`config.mk`:
```
export PLATFORM = sky130hd
export DESIGN_NAME = modbus_rtu_request_framer_unit_flat
export DESIGN_NICKNAME = d
export VERILOG_FILES = /design/src/sv/mrf_pkg.sv /design/src/sv/mrf_if.sv /design/src/sv/mrf_fifo.sv /design/src/sv/mrf_front.sv /design/src/sv/mrf_back.sv /design/src/sv/modbus_rtu_request_framer_unit.sv /design/src/flat_wrapper.sv
export SDC_FILE = /design/constraint.sdc
export NUM_CORES = 1
export LEC_CHECK = 0
export ABC_AREA = 0
export BUFFER_PORTS_ARGS = -buffer_cell sky130_fd_sc_hd__buf_4
export CAP_MARGIN = 20
export CORE_ASPECT_RATIO = 1.75
export CORE_MARGIN = 4
export CORE_UTILIZATION = 55
export CTS_CLUSTER_SIZE = 12
export DETAILED_ROUTE_END_ITERATION = 6
export PLACE_DENSITY = 0.76
export SYNTH_ARGS = -nofsm -noshare
export SYNTH_HDL_FRONTEND = slang
export SYNTH_SLANG_ARGS = --single-unit
export TNS_END_PERCENT = 100
```
`constraint.sdc`:
```
create_clock -name clk -period 5.1 [get_ports clk]
set_clock_uncertainty 0.1 [all_clocks]
set_input_delay 0 -clock clk [delete_from_list [all_inputs] [get_ports clk]]
set_output_delay 0 -clock clk [all_outputs]
set_load 0.02 [all_outputs]
```
`src/sv/mrf_pkg.sv`:
```
// ============================================================================
// mrf_pkg
// Shared constants, job descriptor and CRC helper for the request framer.
// ============================================================================
`default_nettype none

package mrf_pkg;

    // default limits on element counts
    localparam int MAX_REGISTER_COUNT_DEF = 123;
    localparam int MAX_COIL_COUNT_DEF     = 1968;

    // job queue depth and largest number of plain bytes in one job
    localparam int QUEUE_DEPTH = 4;
    localparam int JOB_BYTES   = 7;

    // item kinds
    localparam logic CMD_START = 1'b0;
    localparam logic CMD_DATA  = 1'b1;

    // supported function codes
    localparam logic [7:0] FC_READ_COILS    = 8'h01;
    localparam logic [7:0] FC_READ_DISCRETE = 8'h02;
    localparam logic [7:0] FC_READ_HOLDING  = 8'h03;
    localparam logic [7:0] FC_READ_INPUT    = 8'h04;
    localparam logic [7:0] FC_WRITE_COIL    = 8'h05;
    localparam logic [7:0] FC_WRITE_REG     = 8'h06;
    localparam logic [7:0] FC_WRITE_COILS   = 8'h0F;
    localparam logic [7:0] FC_WRITE_REGS    = 8'h10;

    // crc and coil encoding
    localparam logic [15:0] CRC_INIT = 16'hFFFF;
    localparam logic [15:0] CRC_POLY = 16'hA001;
    localparam logic [15:0] COIL_ON  = 16'hFF00;
    localparam logic [15:0] COIL_OFF = 16'h0000;

    localparam logic [7:0] SLAVE_ID_RESET = 8'd3;

    // one unit of work for the back end
    typedef struct packed {
        logic [JOB_BYTES-1:0][7:0] bytes;
        logic [2:0]                nbytes;
        logic                      crc_init;
        logic                      crc_tail;
        logic                      err;
    } job_t;

    // one byte through the reflected crc-16
    function automatic logic [15:0] crc_feed(input logic [15:0] c, input logic [7:0] b);
        logic [15:0] r;
        r = c ^ {8'h00, b};
        for (int k = 0; k < 8; k++)
        begin
            r = r[0] ? ((r >> 1) ^ CRC_POLY) : (r >> 1);
        end
        return r;
    endfunction

endpackage

`default_nettype wire

```
`src/sv/mrf_if.sv`:
```
// ============================================================================
// mrf_if
// Handshake channels of the request framer: request, frame and config.
// ============================================================================
`default_nettype none

interface mrf_req_if;
    logic        valid;
    logic        ready;
    logic        cmd;
    logic [7:0]  fn_code;
    logic [15:0] start_address;
    logic [15:0] quantity_or_value;
    logic [15:0] data_word;

    modport source (output valid, cmd, fn_code, start_address, quantity_or_value,
                    data_word, input ready);
    modport sink   (input valid, cmd, fn_code, start_address, quantity_or_value,
                    data_word, output ready);
endinterface

interface mrf_frm_if;
    logic       valid;
    logic       ready;
    logic [7:0] frame_byte;
    logic       last_byte;
    logic       error;

    modport source (output valid, frame_byte, last_byte, error, input ready);
    modport sink   (input valid, frame_byte, last_byte, error, output ready);
endinterface

interface mrf_cfg_if;
    logic       valid;
    logic       ready;
    logic [7:0] data;

    modport source (output valid, data, input ready);
    modport sink   (input valid, data, output ready);
endinterface

`default_nettype wire

```
`src/sv/mrf_fifo.sv`:
```
// ============================================================================
// mrf_fifo
// Short register queue of job descriptors between front and back end.
// ============================================================================
`default_nettype none

module mrf_fifo #(
    parameter int DEPTH = mrf_pkg::QUEUE_DEPTH
) (
    input  wire logic          clk,
    input  wire logic          rst_n,
    input  wire logic          push,
    input  wire mrf_pkg::job_t push_job,
    output logic               full,
    input  wire logic          pop,
    output mrf_pkg::job_t      pop_job,
    output logic               pop_valid
);
    import mrf_pkg::*;

    localparam int PTR_W = (DEPTH > 1) ? $clog2(DEPTH) : 1;
    localparam int CNT_W = $clog2(DEPTH + 1);

    job_t             mem_reg [DEPTH];
    logic [PTR_W-1:0] wr_ptr_reg, wr_ptr_next;
    logic [PTR_W-1:0] rd_ptr_reg, rd_ptr_next;
    logic [CNT_W-1:0] count_reg, count_next;
    logic             do_push, do_pop;

    // flags
    assign full      = (count_reg == CNT_W'(DEPTH));
    assign pop_valid = (count_reg != '0);
    assign pop_job   = mem_reg[rd_ptr_reg];
    assign do_push   = push && !full;
    assign do_pop    = pop && pop_valid;

    // pointer and count update
    always_comb
    begin
        wr_ptr_next = wr_ptr_reg;
        rd_ptr_next = rd_ptr_reg;
        count_next  = count_reg;
        if (do_push)
        begin
            wr_ptr_next = (wr_ptr_reg == PTR_W'(DEPTH - 1)) ? '0 : wr_ptr_reg + 1'b1;
        end
        if (do_pop)
        begin
            rd_ptr_next = (rd_ptr_reg == PTR_W'(DEPTH - 1)) ? '0 : rd_ptr_reg + 1'b1;
        end
        if (do_push && !do_pop)
        begin
            count_next = count_reg + 1'b1;
        end
        else if (do_pop && !do_push)
        begin
            count_next = count_reg - 1'b1;
        end
    end

    always_ff @(posedge clk or negedge rst_n)
    begin
        if (!rst_n)
        begin
            wr_ptr_reg <= '0;
            rd_ptr_reg <= '0;
            count_reg  <= '0;
        end
        else
        begin
            wr_ptr_reg <= wr_ptr_next;
            rd_ptr_reg <= rd_ptr_next;
            count_reg  <= count_next;
        end
    end

    // storage
    always_ff @(posedge clk)
    begin
        if (do_push)
        begin
            mem_reg[wr_ptr_reg] <= push_job;
        end
    end

    // occupancy never passes the depth
    a_count_bound: assert property (@(posedge clk) disable iff (!rst_n)
        count_reg <= CNT_W'(DEPTH))
        else $error("job queue count beyond depth");

endmodule

`default_nettype wire

```
`src/sv/mrf_front.sv`:
```
// ============================================================================
// mrf_front
// Takes request words, checks them, tracks the open multiple write and
// turns each word into a job descriptor for the byte sequencer.
// ============================================================================
`default_nettype none

module mrf_front #(
    parameter int MAX_REGISTER_COUNT = mrf_pkg::MAX_REGISTER_COUNT_DEF,
    parameter int MAX_COIL_COUNT     = mrf_pkg::MAX_COIL_COUNT_DEF
) (
    input  wire logic      clk,
    input  wire logic      rst_n,
    mrf_req_if.sink        req,
    mrf_cfg_if.sink        cfg,
    output logic           push,
    output mrf_pkg::job_t  push_job,
    input  wire logic      queue_full
);
    import mrf_pkg::*;

    localparam logic [15:0] REG_LIMIT  = 16'(MAX_REGISTER_COUNT);
    localparam logic [15:0] COIL_LIMIT = 16'(MAX_COIL_COUNT);

    logic [7:0]  slave_id_reg;
    logic        open_reg, open_next;
    logic        wr_regs_reg, wr_regs_next;
    logic [10:0] rem_reg, rem_next;
    logic [7:0]  pack_reg, pack_next;
    logic [2:0]  pos_reg, pos_next;

    logic        accept;
    logic        job_fire;
    job_t        job;
    logic        is_coil_q, is_reg_q, is_single, is_multi, ok;
    logic [15:0] qv, v;
    logic [16:0] qv_plus;
    logic [7:0]  bc;
    logic [10:0] rem_dec;
    logic [7:0]  pack_set;
    logic [2:0]  pos_inc;

    // handshakes
    assign cfg.ready = 1'b1;
    assign req.ready = !queue_full;
    assign accept    = req.valid && req.ready;
    assign push      = accept && job_fire;
    assign push_job  = job;

    // classification
    assign qv        = req.quantity_or_value;
    assign is_coil_q = (req.fn_code == FC_READ_COILS)
                    || (req.fn_code == FC_READ_DISCRETE)
                    || (req.fn_code == FC_WRITE_COILS);
    assign is_reg_q  = (req.fn_code == FC_READ_HOLDING)
                    || (req.fn_code == FC_READ_INPUT)
                    || (req.fn_code == FC_WRITE_REGS);
    assign is_single = (req.fn_code == FC_WRITE_COIL)
                    || (req.fn_code == FC_WRITE_REG);
    assign is_multi  = (req.fn_code == FC_WRITE_COILS)
                    || (req.fn_code == FC_WRITE_REGS);
    assign ok = is_single
             || (is_coil_q && (qv != 16'd0) && (qv <= COIL_LIMIT))
             || (is_reg_q && (qv != 16'd0) && (qv <= REG_LIMIT));

    // value field and byte count
    assign v       = (req.fn_code == FC_WRITE_COIL)
                   ? ((qv != 16'd0) ? COIL_ON : COIL_OFF) : qv;
    assign qv_plus = {1'b0, qv} + 17'd7;
    assign bc      = (req.fn_code == FC_WRITE_REGS) ? {qv[6:0], 1'b0} : qv_plus[10:3];

    // element bookkeeping
    assign rem_dec  = rem_reg - 11'd1;
    assign pos_inc  = pos_reg + 3'd1;

    always_comb
    begin
        pack_set          = pack_reg;
        pack_set[pos_reg] = pack_reg[pos_reg] | req.data_word[0];
    end

    // job build and next state
    always_comb
    begin
        job          = '0;
        open_next    = open_reg;
        wr_regs_next = wr_regs_reg;
        rem_next     = rem_reg;
        pack_next    = pack_reg;
        pos_next     = pos_reg;
        if (req.cmd == CMD_START)
        begin
            open_next = 1'b0;
            pack_next = '0;
            pos_next  = '0;
            if (!ok)
            begin
                job.err = 1'b1;
            end
            else
            begin
                job.bytes[0] = slave_id_reg;
                job.bytes[1] = req.fn_code;
                job.bytes[2] = req.start_address[15:8];
                job.bytes[3] = req.start_address[7:0];
                job.bytes[4] = v[15:8];
                job.bytes[5] = v[7:0];
                job.crc_init = 1'b1;
                if (is_multi)
                begin
                    job.bytes[6] = bc;
                    job.nbytes   = 3'd7;
                    open_next    = 1'b1;
                    wr_regs_next = (req.fn_code == FC_WRITE_REGS);
                    rem_next     = qv[10:0];
                end
                else
                begin
                    job.nbytes   = 3'd6;
                    job.crc_tail = 1'b1;
                end
            end
        end
        else if (!open_reg)
        begin
            job.err = 1'b1;
        end
        else
        begin
            rem_next = rem_dec;
            if (wr_regs_reg)
            begin
                job.bytes[0] = req.data_word[15:8];
                job.bytes[1] = req.data_word[7:0];
                job.nbytes   = 3'd2;
            end
            else if ((pos_inc == 3'd0) || (rem_dec == 11'd0))
            begin
                job.bytes[0] = pack_set;
                job.nbytes   = 3'd1;
                pack_next    = '0;
                pos_next     = '0;
            end
            else
            begin
                pack_next = pack_set;
                pos_next  = pos_inc;
            end
            if (rem_dec == 11'd0)
            begin
                job.crc_tail = 1'b1;
                open_next    = 1'b0;
            end
        end
        job_fire = job.err || (job.nbytes != 3'd0) || job.crc_tail;
    end

    // request state
    always_ff @(posedge clk or negedge rst_n)
    begin
        if (!rst_n)
        begin
            slave_id_reg <= SLAVE_ID_RESET;
            open_reg     <= 1'b0;
            wr_regs_reg  <= 1'b0;
            rem_reg      <= '0;
            pack_reg     <= '0;
            pos_reg      <= '0;
        end
        else
        begin
            if (cfg.valid && cfg.ready)
            begin
                slave_id_reg <= cfg.data;
            end
            if (accept)
            begin
                open_reg    <= open_next;
                wr_regs_reg <= wr_regs_next;
                rem_reg     <= rem_next;
                pack_reg    <= pack_next;
                pos_reg     <= pos_next;
            end
        end
    end

    // an open request always has elements still to come
    a_open_has_elements: assert property (@(posedge clk) disable iff (!rst_n)
        open_reg |-> (rem_reg != 11'd0))
        else $error("open request with no elements left");

endmodule

`default_nettype wire

```
`src/sv/mrf_back.sv`:
```
// ============================================================================
// mrf_back
// Byte sequencer: plays out one job at a time through the output register,
// running the crc over data bytes and appending it where the job asks.
// ============================================================================
`default_nettype none

module mrf_back (
    input  wire logic          clk,
    input  wire logic          rst_n,
    input  wire mrf_pkg::job_t pop_job,
    input  wire logic          pop_valid,
    output logic               pop,
    mrf_frm_if.source          frm
);
    import mrf_pkg::*;

    job_t        job_reg;
    logic        job_valid_reg;
    logic [3:0]  step_reg;
    logic [15:0] crc_reg, crc_next;
    logic        frm_valid_reg;
    logic [7:0]  byte_reg, byte_next;
    logic        last_reg, last_next;
    logic        err_reg, err_next;

    logic        can_emit;
    logic        final_elem;
    logic        crc_upd;
    logic [15:0] crc_base;
    logic [3:0]  nb4;

    assign frm.valid      = frm_valid_reg;
    assign frm.frame_byte = byte_reg;
    assign frm.last_byte  = last_reg;
    assign frm.error      = err_reg;

    assign can_emit = job_valid_reg && (!frm_valid_reg || frm.ready);
    assign nb4      = {1'b0, job_reg.nbytes};
    assign pop      = pop_valid && (!job_valid_reg || (can_emit && final_elem));
    assign crc_base = (job_reg.crc_init && (step_reg == 4'd0)) ? CRC_INIT : crc_reg;

    // pick the element for this step
    always_comb
    begin
        byte_next  = 8'h00;
        last_next  = 1'b0;
        err_next   = 1'b0;
        final_elem = 1'b0;
        crc_upd    = 1'b0;
        crc_next   = crc_reg;
        if (job_reg.err)
        begin
            last_next  = 1'b1;
            err_next   = 1'b1;
            final_elem = 1'b1;
        end
        else if (step_reg < nb4)
        begin
            byte_next  = job_reg.bytes[step_reg[2:0]];
            crc_next   = crc_feed(crc_base, byte_next);
            crc_upd    = 1'b1;
            final_elem = ((step_reg + 4'd1) == nb4) && !job_reg.crc_tail;
        end
        else if (step_reg == nb4)
        begin
            byte_next = crc_reg[7:0];
        end
        else
        begin
            byte_next  = crc_reg[15:8];
            last_next  = 1'b1;
            final_elem = 1'b1;
        end
    end

    // sequencer and output register
    always_ff @(posedge clk or negedge rst_n)
    begin
        if (!rst_n)
        begin
            job_valid_reg <= 1'b0;
            step_reg      <= '0;
            crc_reg       <= CRC_INIT;
            frm_valid_reg <= 1'b0;
        end
        else
        begin
            if (pop)
            begin
                job_valid_reg <= 1'b1;
                step_reg      <= '0;
            end
            else if (can_emit && final_elem)
            begin
                job_valid_reg <= 1'b0;
            end
            else if (can_emit)
            begin
                step_reg <= step_reg + 4'd1;
            end
            if (can_emit && crc_upd)
            begin
                crc_reg <= crc_next;
            end
            if (can_emit)
            begin
                frm_valid_reg <= 1'b1;
            end
            else if (frm.ready)
            begin
                frm_valid_reg <= 1'b0;
            end
        end
    end

    // job and word payload
    always_ff @(posedge clk)
    begin
        if (pop)
        begin
            job_reg <= pop_job;
        end
        if (can_emit)
        begin
            byte_reg <= byte_next;
            last_reg <= last_next;
            err_reg  <= err_next;
        end
    end

    // an error word always closes its frame
    a_error_is_last: assert property (@(posedge clk) disable iff (!rst_n)
        (frm_valid_reg && err_reg) |-> last_reg)
        else $error("error word without last flag");

    // the step never runs past the crc bytes of the job
    a_step_bound: assert property (@(posedge clk) disable iff (!rst_n)
        (job_valid_reg && !job_reg.err) |-> (step_reg <= nb4 + 4'd1))
        else $error("sequencer step past end of job");

    // a job is only fetched when the current one is done or absent
    a_pop_when_free: assert property (@(posedge clk) disable iff (!rst_n)
        (pop && job_valid_reg) |-> (can_emit && final_elem))
        else $error("job fetched while current job unfinished");

endmodule

`default_nettype wire

```
`src/sv/modbus_rtu_request_framer_unit.sv`:
```
// Modbus RTU request framer. Each request word becomes a run of frame words,
// one byte per ready cycle from a registered output: a read or single write
// start gives eight words (slave id, function, address, value or quantity, CRC
// low and high), a multiple write start gives seven and leaves the request
// open, a register data word gives two (four with the closing CRC) and a coil
// data word gives none, one or three. An invalid word gives one error
// word. The output byte rate of the sequencer sets the throughput; the front
// end keeps accepting request words while the four-entry job queue has room,
// so input stalls only once the queue is full behind a slow or stalled sink.
// ============================================================================
// modbus_rtu_request_framer_unit
// Top level: front end, job queue and byte sequencer.
// ============================================================================
`default_nettype none

module modbus_rtu_request_framer_unit #(
    parameter int MAX_REGISTER_COUNT = mrf_pkg::MAX_REGISTER_COUNT_DEF,
    parameter int MAX_COIL_COUNT     = mrf_pkg::MAX_COIL_COUNT_DEF
) (
    input  wire logic  clk,
    input  wire logic  rst_n,
    mrf_cfg_if.sink    cfg,
    mrf_req_if.sink    req,
    mrf_frm_if.source  frm
);
    import mrf_pkg::*;

    job_t push_job;
    job_t pop_job;
    logic push;
    logic pop;
    logic queue_full;
    logic pop_valid;

    // request decode
    mrf_front #(
        .MAX_REGISTER_COUNT (MAX_REGISTER_COUNT),
        .MAX_COIL_COUNT     (MAX_COIL_COUNT)
    ) u_front (
        .clk        (clk),
        .rst_n      (rst_n),
        .req        (req),
        .cfg        (cfg),
        .push       (push),
        .push_job   (push_job),
        .queue_full (queue_full)
    );

    // job queue
    mrf_fifo #(
        .DEPTH (QUEUE_DEPTH)
    ) u_fifo (
        .clk       (clk),
        .rst_n     (rst_n),
        .push      (push),
        .push_job  (push_job),
        .full      (queue_full),
        .pop       (pop),
        .pop_job   (pop_job),
        .pop_valid (pop_valid)
    );

    // byte sequencer
    mrf_back u_back (
        .clk       (clk),
        .rst_n     (rst_n),
        .pop_job   (pop_job),
        .pop_valid (pop_valid),
        .pop       (pop),
        .frm       (frm)
    );

endmodule

`default_nettype wire

```
`src/flat_wrapper.sv`:
```
// flat-port wrapper written by rule: the top's interface ports become plain ports
module modbus_rtu_request_framer_unit_flat import mrf_pkg::*;
#(
    parameter int MAX_REGISTER_COUNT = mrf_pkg::MAX_REGISTER_COUNT_DEF,
    parameter int MAX_COIL_COUNT     = mrf_pkg::MAX_COIL_COUNT_DEF
)
  (clk, rst_n, cfg_valid, cfg_data, cfg_ready, req_valid, req_cmd, req_fn_code, req_start_address, req_quantity_or_value, req_data_word, req_ready, frm_valid, frm_frame_byte, frm_last_byte, frm_error, frm_ready);
  mrf_cfg_if cfg_i ();
  mrf_req_if req_i ();
  mrf_frm_if frm_i ();
  input  wire logic clk;
  input  wire logic rst_n;
  input wire logic [$bits(cfg_i.valid)-1:0] cfg_valid;
  input wire logic [$bits(cfg_i.data)-1:0] cfg_data;
  output wire logic [$bits(cfg_i.ready)-1:0] cfg_ready;
  input wire logic [$bits(req_i.valid)-1:0] req_valid;
  input wire logic [$bits(req_i.cmd)-1:0] req_cmd;
  input wire logic [$bits(req_i.fn_code)-1:0] req_fn_code;
  input wire logic [$bits(req_i.start_address)-1:0] req_start_address;
  input wire logic [$bits(req_i.quantity_or_value)-1:0] req_quantity_or_value;
  input wire logic [$bits(req_i.data_word)-1:0] req_data_word;
  output wire logic [$bits(req_i.ready)-1:0] req_ready;
  output wire logic [$bits(frm_i.valid)-1:0] frm_valid;
  output wire logic [$bits(frm_i.frame_byte)-1:0] frm_frame_byte;
  output wire logic [$bits(frm_i.last_byte)-1:0] frm_last_byte;
  output wire logic [$bits(frm_i.error)-1:0] frm_error;
  input wire logic [$bits(frm_i.ready)-1:0] frm_ready;
  assign cfg_i.valid = cfg_valid;
  assign cfg_i.data = cfg_data;
  assign cfg_ready = cfg_i.ready;
  assign req_i.valid = req_valid;
  assign req_i.cmd = req_cmd;
  assign req_i.fn_code = req_fn_code;
  assign req_i.start_address = req_start_address;
  assign req_i.quantity_or_value = req_quantity_or_value;
  assign req_i.data_word = req_data_word;
  assign req_ready = req_i.ready;
  assign frm_valid = frm_i.valid;
  assign frm_frame_byte = frm_i.frame_byte;
  assign frm_last_byte = frm_i.last_byte;
  assign frm_error = frm_i.error;
  assign frm_i.ready = frm_ready;
  modbus_rtu_request_framer_unit #(.MAX_REGISTER_COUNT(MAX_REGISTER_COUNT), .MAX_COIL_COUNT(MAX_COIL_COUNT)) u_core (.clk(clk), .rst_n(rst_n), .cfg(cfg_i), .req(req_i), .frm(frm_i));
endmodule
```
==> results of run 1 <==
## where the power goes
group | internal [mW] | switching (mW)
clock | 1.48 | 1.09
combinational | 1.95 | 1.98
sequential | 4.38 | 0.476
total | 7.80 | 3.54
## through the flow
stage / worst slack, ns / instances / total power, mW
2_1_floorplan: 0.589 / 1047 / 7.68
3_3_place_gp: 1.40 / 1472 / 8.73
3_5_place_dp: 1.30 / 1472 / 8.82
4_1_cts: 1.24 / 1612 / 11.4
5_1_grt: 1.01 / 1612 / 11.9
6_report: 1.25 / 1612 / 11.3
## worst paths after layout
check / slack, ns / depth (start not counted) / from / to
setup / recovery: 1.25 / 14 / u_core.u_front.rem_reg[0]$_DFFE_PN0P_ / u_core.u_fifo.count_reg[2]$_DFFE_PN0P_
hold / removal: -0.01 / 2 / rst_n / u_core.u_fifo.rd_ptr_reg[0]$_DFFE_PN0P_
setup reg to reg: 1.25 / 14 / u_core.u_front.rem_reg[0]$_DFFE_PN0P_ / u_core.u_fifo.count_reg[2]$_DFFE_PN0P_
hold reg to reg: 0.39 / 2 / u_core.u_back.crc_reg[15]$_DFFE_PN1P_ / u_core.u_back.crc_reg[15]$_DFFE_PN1P_
max in group asynchronous: 4.30 / 2 / rst_n / u_core.u_fifo.rd_ptr_reg[0]$_DFFE_PN0P_
min in group clk: 0.11 / 3 / req_fn_code[1] / u_core.u_fifo.mem_reg[3][40]$_DFFE_PP_
## synth_stat cells (8+ instances only)
master / count / area, sq um
nand2_1: 72 / 270
and2_1: 26 / 163
nor3_1: 14 / 70.1
clkbuf_1: 36 / 135
mux4_2: 63 / 1420
a22oi_1: 16 / 120
and3_1: 14 / 87.6
nand3_1: 12 / 60.1
o21ai_0: 53 / 265
nor2_1: 59 / 221
dfrtp_1: 43 / 1080
o21ai_2: 10 / 87.6
ha_1: 15 / 188
edfxtp_1: 315 / 9460
dfstp_2: 18 / 473
a21oi_1: 14 / 70.1
a211oi_1: 17 / 128
o21a_1: 8 / 60.1
inv_1: 26 / 97.6
xnor2_1: 26 / 228
xor2_1: 18 / 158
mux2i_1: 32 / 320
nand3b_1: 9 / 67.6
mux2_2: 16 / 180
## worst max-delay path, stage by stage (launching register included)
cell     delay (ns)
dfrtp_1        0.42
inv_1          0.10
ha_1           0.22
nor4b_1        0.41
nand3_1        0.11
or3_1          0.32
o311a_1        0.13
nor3_1         0.42
o31a_1         0.38
ha_1           0.25
inv_1          0.06
fa_1           0.39
xor2_1         0.18
nor2_1         0.13
xor2_1         0.15
## per-layer routing
metal | GRT usage (%) | wire, um | vias to the layer above
met5 | 0 | 0 | -
met4 | 10.5 | 1780 | 0
met3 | 2.94 | 1530 | 92
met2 | 39.5 | 19300 | 324
met1 | 26.4 | 12800 | 4773
li1 | - | - | 4337
## final cells by class
class	count	area share (%)
flip-flops and latches	376	57.1
multi-input cells	590	26.0
repair buffers	173	8.00
clock buffers	56	5.45
well taps	382	2.48
inverters	28	0.545
clock inverters	7	0.396
## kinds of logic (layout without fill, tap and decap cells)
family                   after synthesis  after routing  share of synthesized area, %
multiplexers                         111            111                          11.8
flip-flops                           376            376                          67.4
XOR/XNOR                              48             48                          2.92
buffers and inverters                 81            264                          2.07
AND/OR/NAND/NOR                      258            258                          8.20
other                                  1              1                        0.0230
AO/OA/AOI/OAI                        156            156                          6.37
adder cells (fa/ha/maj)               16             16                          1.27
==> out/metrics.cfg, run 1 <==
[status]
outcome = complete, but fails checks
violations = negative hold slack

[critical_path]
required_ns = 5.46
cp_max_fo = 7
end_kind = flip-flop
critPathKind = reg2reg
setup.worst_path.start_class = flip-flop
arrival_ns = 4.21

[global_routing]
antenna_found_initial = 1
grt_max_degree = 68
grt-ovfl-total = 0
grt_pass1_vias = 9906
grt_pass1_wl_mm = 56.2
grt_use_total_pct = 22.1

[layout]
ff_latch_area_sq_mm = 0.0110
finish.instance_area_sq_mm = 0.0193
multi_input_area_sq_mm = 0.00501
diodes = 0
fin_nets = 1293
drive_above_1_share_pct = 22.1
largest_reg_flops = 244
fill_cells = 2024
mostFrequentLayoutCells = edfxtp_1, buf_4, dlygate4sd3_1
utilization_pct = 65.8
final_common_cell = edfxtp_1
area_growth_pct = 18.0

[clock_tree]
cts_tree = done
cts_resized = 0
root_buffer = clkbuf_16
clockBufferDepth = 3
cts_setup_buffers = 0
cts.sinks = 376
numCtsBuffers = 38
htree_levels = 2
clk_pin_slew_worst_paths_ns = 0.06
hold_buffers = 77
clk_latency_ns = 0.54

[logic_synthesis]
synth-seq-cells = 376
avgSynthCellArea_sq_um = 15.6
syn_area_sq_mm = 0.0163
ys_seq_area_share_pct = 67.4
synth-async-reset-ratio_pct = 16.2
synthFlopType = edfxtp_1
syn_nets = 1133
synth_edf_count = 315
syn_inst = 1047
yosys_warnings = 0
synth.distinct_cells = 71

[sta]
max_slew.worst_pin.slew_ns = 0.870
setup_viol = 0
rsz0062_at_grt = no
final.period_utilization_pct = 75.5
slew_viol_final = 0
whs_ns = -0.0119
hold_viol = 2
max_slew_margin_pct = 42.0
fmax_ghz = 0.260
post-route-min-period_ns = 3.85
fin_tns_setup_ns = 0

[floorplan]
die_y_um = 236
rows = 83
die_area_sq_mm = 0.0326
start_util_pct = 55.8
die_w_um = 138
design.core.area_sq_mm = 0.0293
io_pins = 83

[place]
dpl.hpwl_mm = 22.8
routabilityCongestion = 0.892
place_area_sq_mm = 0.0174
port_buffers = 81

[detailed_routing]
drt_iter0_markers = 731
num_vias = 9526
viasPerCell = 5.91
wl_per_cell_um = 22.0
first_pass_iters = 5
drc = 0
ant_nets = 0
routed_wl_mm = 35.4

[power_and_ir_drop]
power.static_leakage_nw = 7.06
ir_worst_vdd_v = 0.00170
powerDensity_mw_per_mm2 = 588

[hold_path]
hp-class = in2async

[run]
max-cap-violations = 0

Note: power is estimated with default switching activity, not from simulation.
==> inputs of run 2 (changes only) <==
Clock period 5.1 ns to 3.44 ns, I/O delays scaled along.
==> run 2 against run 1 <==
  * The flow still finishes with violations (negative hold slack)
  * Routed wire length is 3.2% higher
  * Combinational power is 59% higher
  * Sequential share of layout area is 1.1 points lower
  * Critical path type unchanged
  * Critical endpoint is now u_core.u_fifo.count_reg[1]$_DFFE_PN0P_
==> out/metrics.cfg, run 2 (same netlist as run 1, synthesis figures left out) <==
[status]
outcome = complete, but fails checks
violations = negative hold slack

[sta]
whs_ns = -0.00140
hold_viol = 1
layout_setup_ws_ns = 0.217
max_slew.worst_pin.slew_ns = 0.879
final.period_utilization_pct = 93.7
fmax_ghz = 0.310
max_slew_margin_pct = 41.4
post-route-min-period_ns = 3.22
slew_viol_final = 0
setup_viol = 0

[layout]
finish.instance_area_sq_mm = 0.0196
instances_no_fill = 1648
area_growth_pct = 20.3
largest_reg_flops = 244
final_common_cell = edfxtp_1
drive_above_1_share_pct = 24.7
fin_nets = 1321
mostFrequentLayoutCells = edfxtp_1, buf_4, nand2_1, dlygate4sd3_1, mux4_2

[clock_tree]
clk_pin_slew_worst_paths_ns = 0.06
cts.sinks = 376
clockBufferDepth = 3
cts_setup_buffers = 0
root_buffer = clkbuf_16
numCtsBuffers = 38
clk_latency_ns = 0.54
cts_tree = done
htree_levels = 2

[place]
place_area_sq_mm = 0.0177
port_buffers = 81
preCtsSetupSlack_ns = 0.117
routabilityCongestion = 0.922
dpl.hpwl_mm = 24.4
dpl.cell_count = 1505

[critical_path]
cp_max_fo = 5
end_kind = flip-flop
path_cells = or4_4 -> or2_4 -> nor4_4 -> xor2_1 -> nor3_2 -> o31a_1 -> ha_1 -> inv_1 -> fa_1 -> mux2_2
required_ns = 3.76
cpLargestDelayFamily = simple AND/OR/NAND/NOR gates
crit_slowest_cell = or4_4
slowest_delay_ns = 0.57
critPathKind = reg2reg
setup.worst_path.start_class = flip-flop
arrival_ns = 3.54
critPathBufInv = 1

[global_routing]
grt_use_total_pct = 22.6
grt_pass1_vias = 10300
antenna_found_initial = 1
grt-ovfl-total = 0
grt_max_degree = 68
grt_pass1_wl_mm = 57.4

[detailed_routing]
routed_wl_mm = 36.5
wl_per_cell_um = 22.2
routed.top_layer = met4
drt_iter0_markers = 643
num_vias = 9813
viasPerCell = 5.95
drc = 0
first_pass_iters = 5
dr_wl_met3_mm = 1.79
routedLengthMet1_mm = 12.7
wl_met2_mm = 19.9
ant_nets = 0

[power_and_ir_drop]
switchingPower_mw = 5.29
powerDensity_mw_per_mm2 = 873
power.static_leakage_nw = 7.24
p_total_mw = 17.2
swShare_pct = 30.8
combPwrFrac_pct = 36.3
intPower_mw = 11.9
p_clk_share_pct = 22.6
p_seq_share_pct = 41.1
ir_worst_vdd_v = 0.000796

[floorplan]
design.core.area_sq_mm = 0.0293
io_pins = 83
start_util_pct = 55.8
die_area_sq_mm = 0.0326
rows = 83
die_w_um = 138
die_y_um = 236

[run]
max-cap-violations = 0

[hold_path]
hp-class = in2async

==> run 2: worst paths after layout <==
check                                                           start                                      end  slack [ns]  cells past startpoint
max in group asynchronous                                       rst_n  u_core.u_fifo.rd_ptr_reg[0]$_DFFE_PN0P_        2.61                      2
worst min register to register   u_core.u_back.crc_reg[2]$_DFFE_PN1P_     u_core.u_back.crc_reg[2]$_DFFE_PN1P_        0.37                      2
min in group clk                                    req_data_word[14]   u_core.u_fifo.mem_reg[0][12]$_DFFE_PP_           0                      3
worst max-delay path            u_core.u_front.rem_reg[0]$_DFFE_PN0P_   u_core.u_fifo.count_reg[1]$_DFFE_PN0P_        0.22                     10
worst max register to register  u_core.u_front.rem_reg[0]$_DFFE_PN0P_   u_core.u_fifo.count_reg[1]$_DFFE_PN0P_        0.22                     10
worst min-delay path                                            rst_n  u_core.u_fifo.rd_ptr_reg[1]$_DFFE_PN0P_      -0.001                      2
==> run 2: final cells by class <==
| class | count | area (sq um) |
|---|---|---|
| Sequential cell | 376 | 11000 |
| Fill cell | 1988 | 9640 |
| Multi-Input combinational cell | 590 | 5040 |
| Timing Repair Buffer | 201 | 1840 |
| Clock buffer | 64 | 1090 |
| Tap cell | 382 | 478 |
| Inverter | 28 | 106 |
| Clock inverter | 5 | 75.1 |
| Antenna cell | 2 | 5.00 |
==> run 2: power groups by stage <==
stage | Clock (mW) | Combinational, mW | Sequential [mW]
final | 3.87 | 6.22 | 7.05
after global routing | 4.15 | 6.73 | 7.16
after CTS | 3.95 | 6.30 | 7.07
after detailed placement | 0 | 6.19 | 7.14
after global placement | 0 | 6.08 | 7.08
after floorplan | 0 | 4.52 | 6.90
==> run 2: stage by stage <==
stage | util, % | TNS (ns) | hold WS [ns]
2_1_floorplan | - | -37.96 | -0.396
3_3_place_gp | 60.5 | 0 | 0.0510
3_5_place_dp | 60.5 | 0 | 0.0762
4_1_cts | 67.0 | 0 | 0.000311
5_1_grt | 67.1 | -0.0205 | 0.0228
6_report | 67.1 | 0 | -0.00140
==> run 2: timing repair <==
| action | CTS | global route |
|---|---|---|
| endpoints found under the hold margin | 296 | 0 |
| hold buffers | 72 | 0 |
| gates resized for setup | 0 | 6 |
| endpoints found under the setup margin | 0 | 38 |
==> run 2: per-layer routing <==
| metal | up-vias | track usage [%] |
|---|---|---|
| li1 | 4397 | - |
| met1 | 4920 | 24.8 |
| met2 | 378 | 41.1 |
| met3 | 118 | 3.63 |
| met4 | 0 | 12.7 |
| met5 | - | 0 |
==> inputs of run 3 (changes only) <==
--- a/config.mk
+++ b/config.mk
@@ -14,4 +14,5 @@
 export CTS_CLUSTER_SIZE = 12
 export DETAILED_ROUTE_END_ITERATION = 6
+export GPL_TIMING_DRIVEN = 0
 export PLACE_DENSITY = 0.76
 export SYNTH_ARGS = -nofsm -noshare
--- a/constraint.sdc
+++ b/constraint.sdc
@@ -3,3 +3,3 @@
 set_input_delay 0 -clock clk [delete_from_list [all_inputs] [get_ports clk]]
 set_output_delay 0 -clock clk [all_outputs]
-set_load 0.02 [all_outputs]
+set_load 0.1 [all_outputs]
==> run 3 against run 2 <==
  * The run now ends clean
  * Cell count increased by 0.91%
  * Sequential cell count unchanged
  * Combinational power increased by 14%
  * Sequential power decreased by 0.7%
  * Clock power about the same
  * Non-clock buffer count increased by 21
  * Maximum frequency decreased by 5.7%
  * Worst setup slack got worse by 0.19 ns
  * Register-to-register slack got worse by 0.19 ns
  * Critical path depth increased by 2
  * Total power increased by 4.9%
  * Critical path type unchanged
==> out/metrics.cfg, run 3 (same netlist as run 1, synthesis figures left out) <==
[layout]
drive_above_1_share_pct = 23.2
multi_input_area_sq_mm = 0.00513
diodes = 0
fill_cells = 2001
finish.instance_area_sq_mm = 0.0198
mostFrequentLayoutCells = edfxtp_1, buf_4, nand2_1
instances_no_fill = 1663
fin_nets = 1342
largest_reg_flops = 244
area_growth_pct = 21.0
final_common_cell = edfxtp_1
ff_latch_area_sq_mm = 0.0110

[clock_tree]
cts.sinks = 376
root_buffer = clkbuf_16
numCtsBuffers = 38
cts_tree = done
clk_latency_ns = 0.54
clk_pin_slew_worst_paths_ns = 0.06
htree_levels = 2
clockBufferDepth = 3

[critical_path]
cp_max_fo = 8
end_kind = flip-flop
slowest_delay_ns = 0.55
path_cells = or4_4 -> or2_4 -> nor4_4 -> xor2_1 -> nor3_4 -> o31a_4 -> ha_4 -> inv_1 -> fa_1 -> xor2_1 -> nor2_1 -> xor2_1
setup.worst_path.start_class = flip-flop
critPathLaunch = u_core.u_front.rem_reg[2]$_DFFE_PN0P_
arrival_ns = 3.76
required_ns = 3.78
critPathKind = reg2reg
crit_top_cell = xor2_1
reg2reg_from = u_core.u_front.rem_reg[2]$_DFFE_PN0P_
crit_slowest_cell = or4_4

[status]
outcome = completed

[floorplan]
rows = 83
die_area_sq_mm = 0.0326
start_util_pct = 55.8
design.core.area_sq_mm = 0.0293
die_y_um = 236
io_pins = 83
die_w_um = 138

[sta]
hold_viol = 0
max_slew_margin_pct = 33.8
fmax_ghz = 0.293
rsz0062_at_grt = yes
layout_setup_ws_ns = 0.0231
setup_viol = 0
final.period_utilization_pct = 99.3
fin_tns_setup_ns = 0
post-route-min-period_ns = 3.42
max_slew.worst_pin.slew_ns = 0.993
slew_viol_final = 0

[place]
dpl.cell_count = 1508
preCtsSetupSlack_ns = -0.804
dpl.hpwl_mm = 24.5
routabilityCongestion = 0.922
place_area_sq_mm = 0.0175
port_buffers = 75

[detailed_routing]
drt_iter0_markers = 832
ant_nets = 0
drc = 0
routed_wl_mm = 40.6
viasPerCell = 6.01
first_pass_iters = 5
num_vias = 10000
wl_per_cell_um = 24.4

[global_routing]
grt-ovfl-total = 0
grt_pass1_wl_mm = 59.5
antenna_found_initial = 0
grt_pass1_vias = 10400
grt_max_degree = 62
grt_use_total_pct = 23.6

[power_and_ir_drop]
powerDensity_mw_per_mm2 = 910
ir_worst_vdd_v = 0.00169
power.static_leakage_nw = 7.22
p_total_mw = 18.0

[run]
max-cap-violations = 0

[hold_path]
hp-class = in2async

## run 3: changes by cell type in the layout (fill, tap and decap cells not counted), sizes merged
cell / delta
buf: -20
bufinv: +1
clkbuf: +37
clkinv: -1
diode: -2
dlygate4sd3: -2
inv: +2
## run 3: cell type report
class / instances / area share, %
Clock inverter: 7 / 0.437
Multi-Input combinational cell: 590 / 26.0
Buffer: 50 / 1.39
Sequential cell: 376 / 55.7
Inverter: 28 / 0.544
Timing Repair Buffer: 172 / 8.27
Tap cell: 382 / 2.42
Clock buffer: 58 / 5.30
## run 3: timing repair
item,CTS,global route
hold endpoints to repair,302,0
hold buffers,70,0
endpoints found under the setup margin,284,277
buffers inserted,14,1
resized for setup,15,17
pin swaps,9,8
gates cloned,2,4
## run 3: per-layer routing
metal	wire (um)	up-vias	global-route usage [%]
li1	-	4452	-
met1	13900	5018	26.6
met2	22300	409	43.9
met3	2030	123	3.53
met4	2380	0	10.8
met5	0	-	0
## run 3: worst max-delay path: cells and delay by family (launching register included)
kind                     cells  cell delay, ns
AO/OA/AOI/OAI                1            0.22
XOR/XNOR                     3            0.51
adder cells (fa/ha/maj)      2            0.52
buffers and inverters        1            0.04
flip-flops                   1            0.49
AND/OR/NAND/NOR              5            1.45
## run 3: final timing paths
kind | endpoint | slack, ns | cells past startpoint
worst max register to register | u_core.u_fifo.count_reg[2]$_DFFE_PN0P_ | 0.02 | 12
worst min-delay path | u_core.u_back.job_valid_reg$_DFFE_PN0P_ | 0.06 | 2
worst max-delay path | u_core.u_fifo.count_reg[2]$_DFFE_PN0P_ | 0.02 | 12
worst min register to register | u_core.u_back.crc_reg[11]$_DFFE_PN1P_ | 0.38 | 2
min in group clk | u_core.u_fifo.mem_reg[2][16]$_DFFE_PP_ | 0.12 | 3
max in group asynchronous | u_core.u_fifo.wr_ptr_reg[1]$_DFFE_PN0P_ | 2.54 | 2
## run 3: power breakdown
group | switching (mW) | internal, mW
clock network | 1.64 | 2.24
registers | 0.526 | 6.48
logic | 3.82 | 3.27
## run 3: per-stage QoR
stage,hold slack [ns],utilization [%]
2_1_floorplan,-0.396,-
3_3_place_gp,0.0971,59.5
3_5_place_dp,0.0901,59.9
4_1_cts,0.0667,66.8
5_1_grt,0.135,67.5
6_report,0.0617,67.5
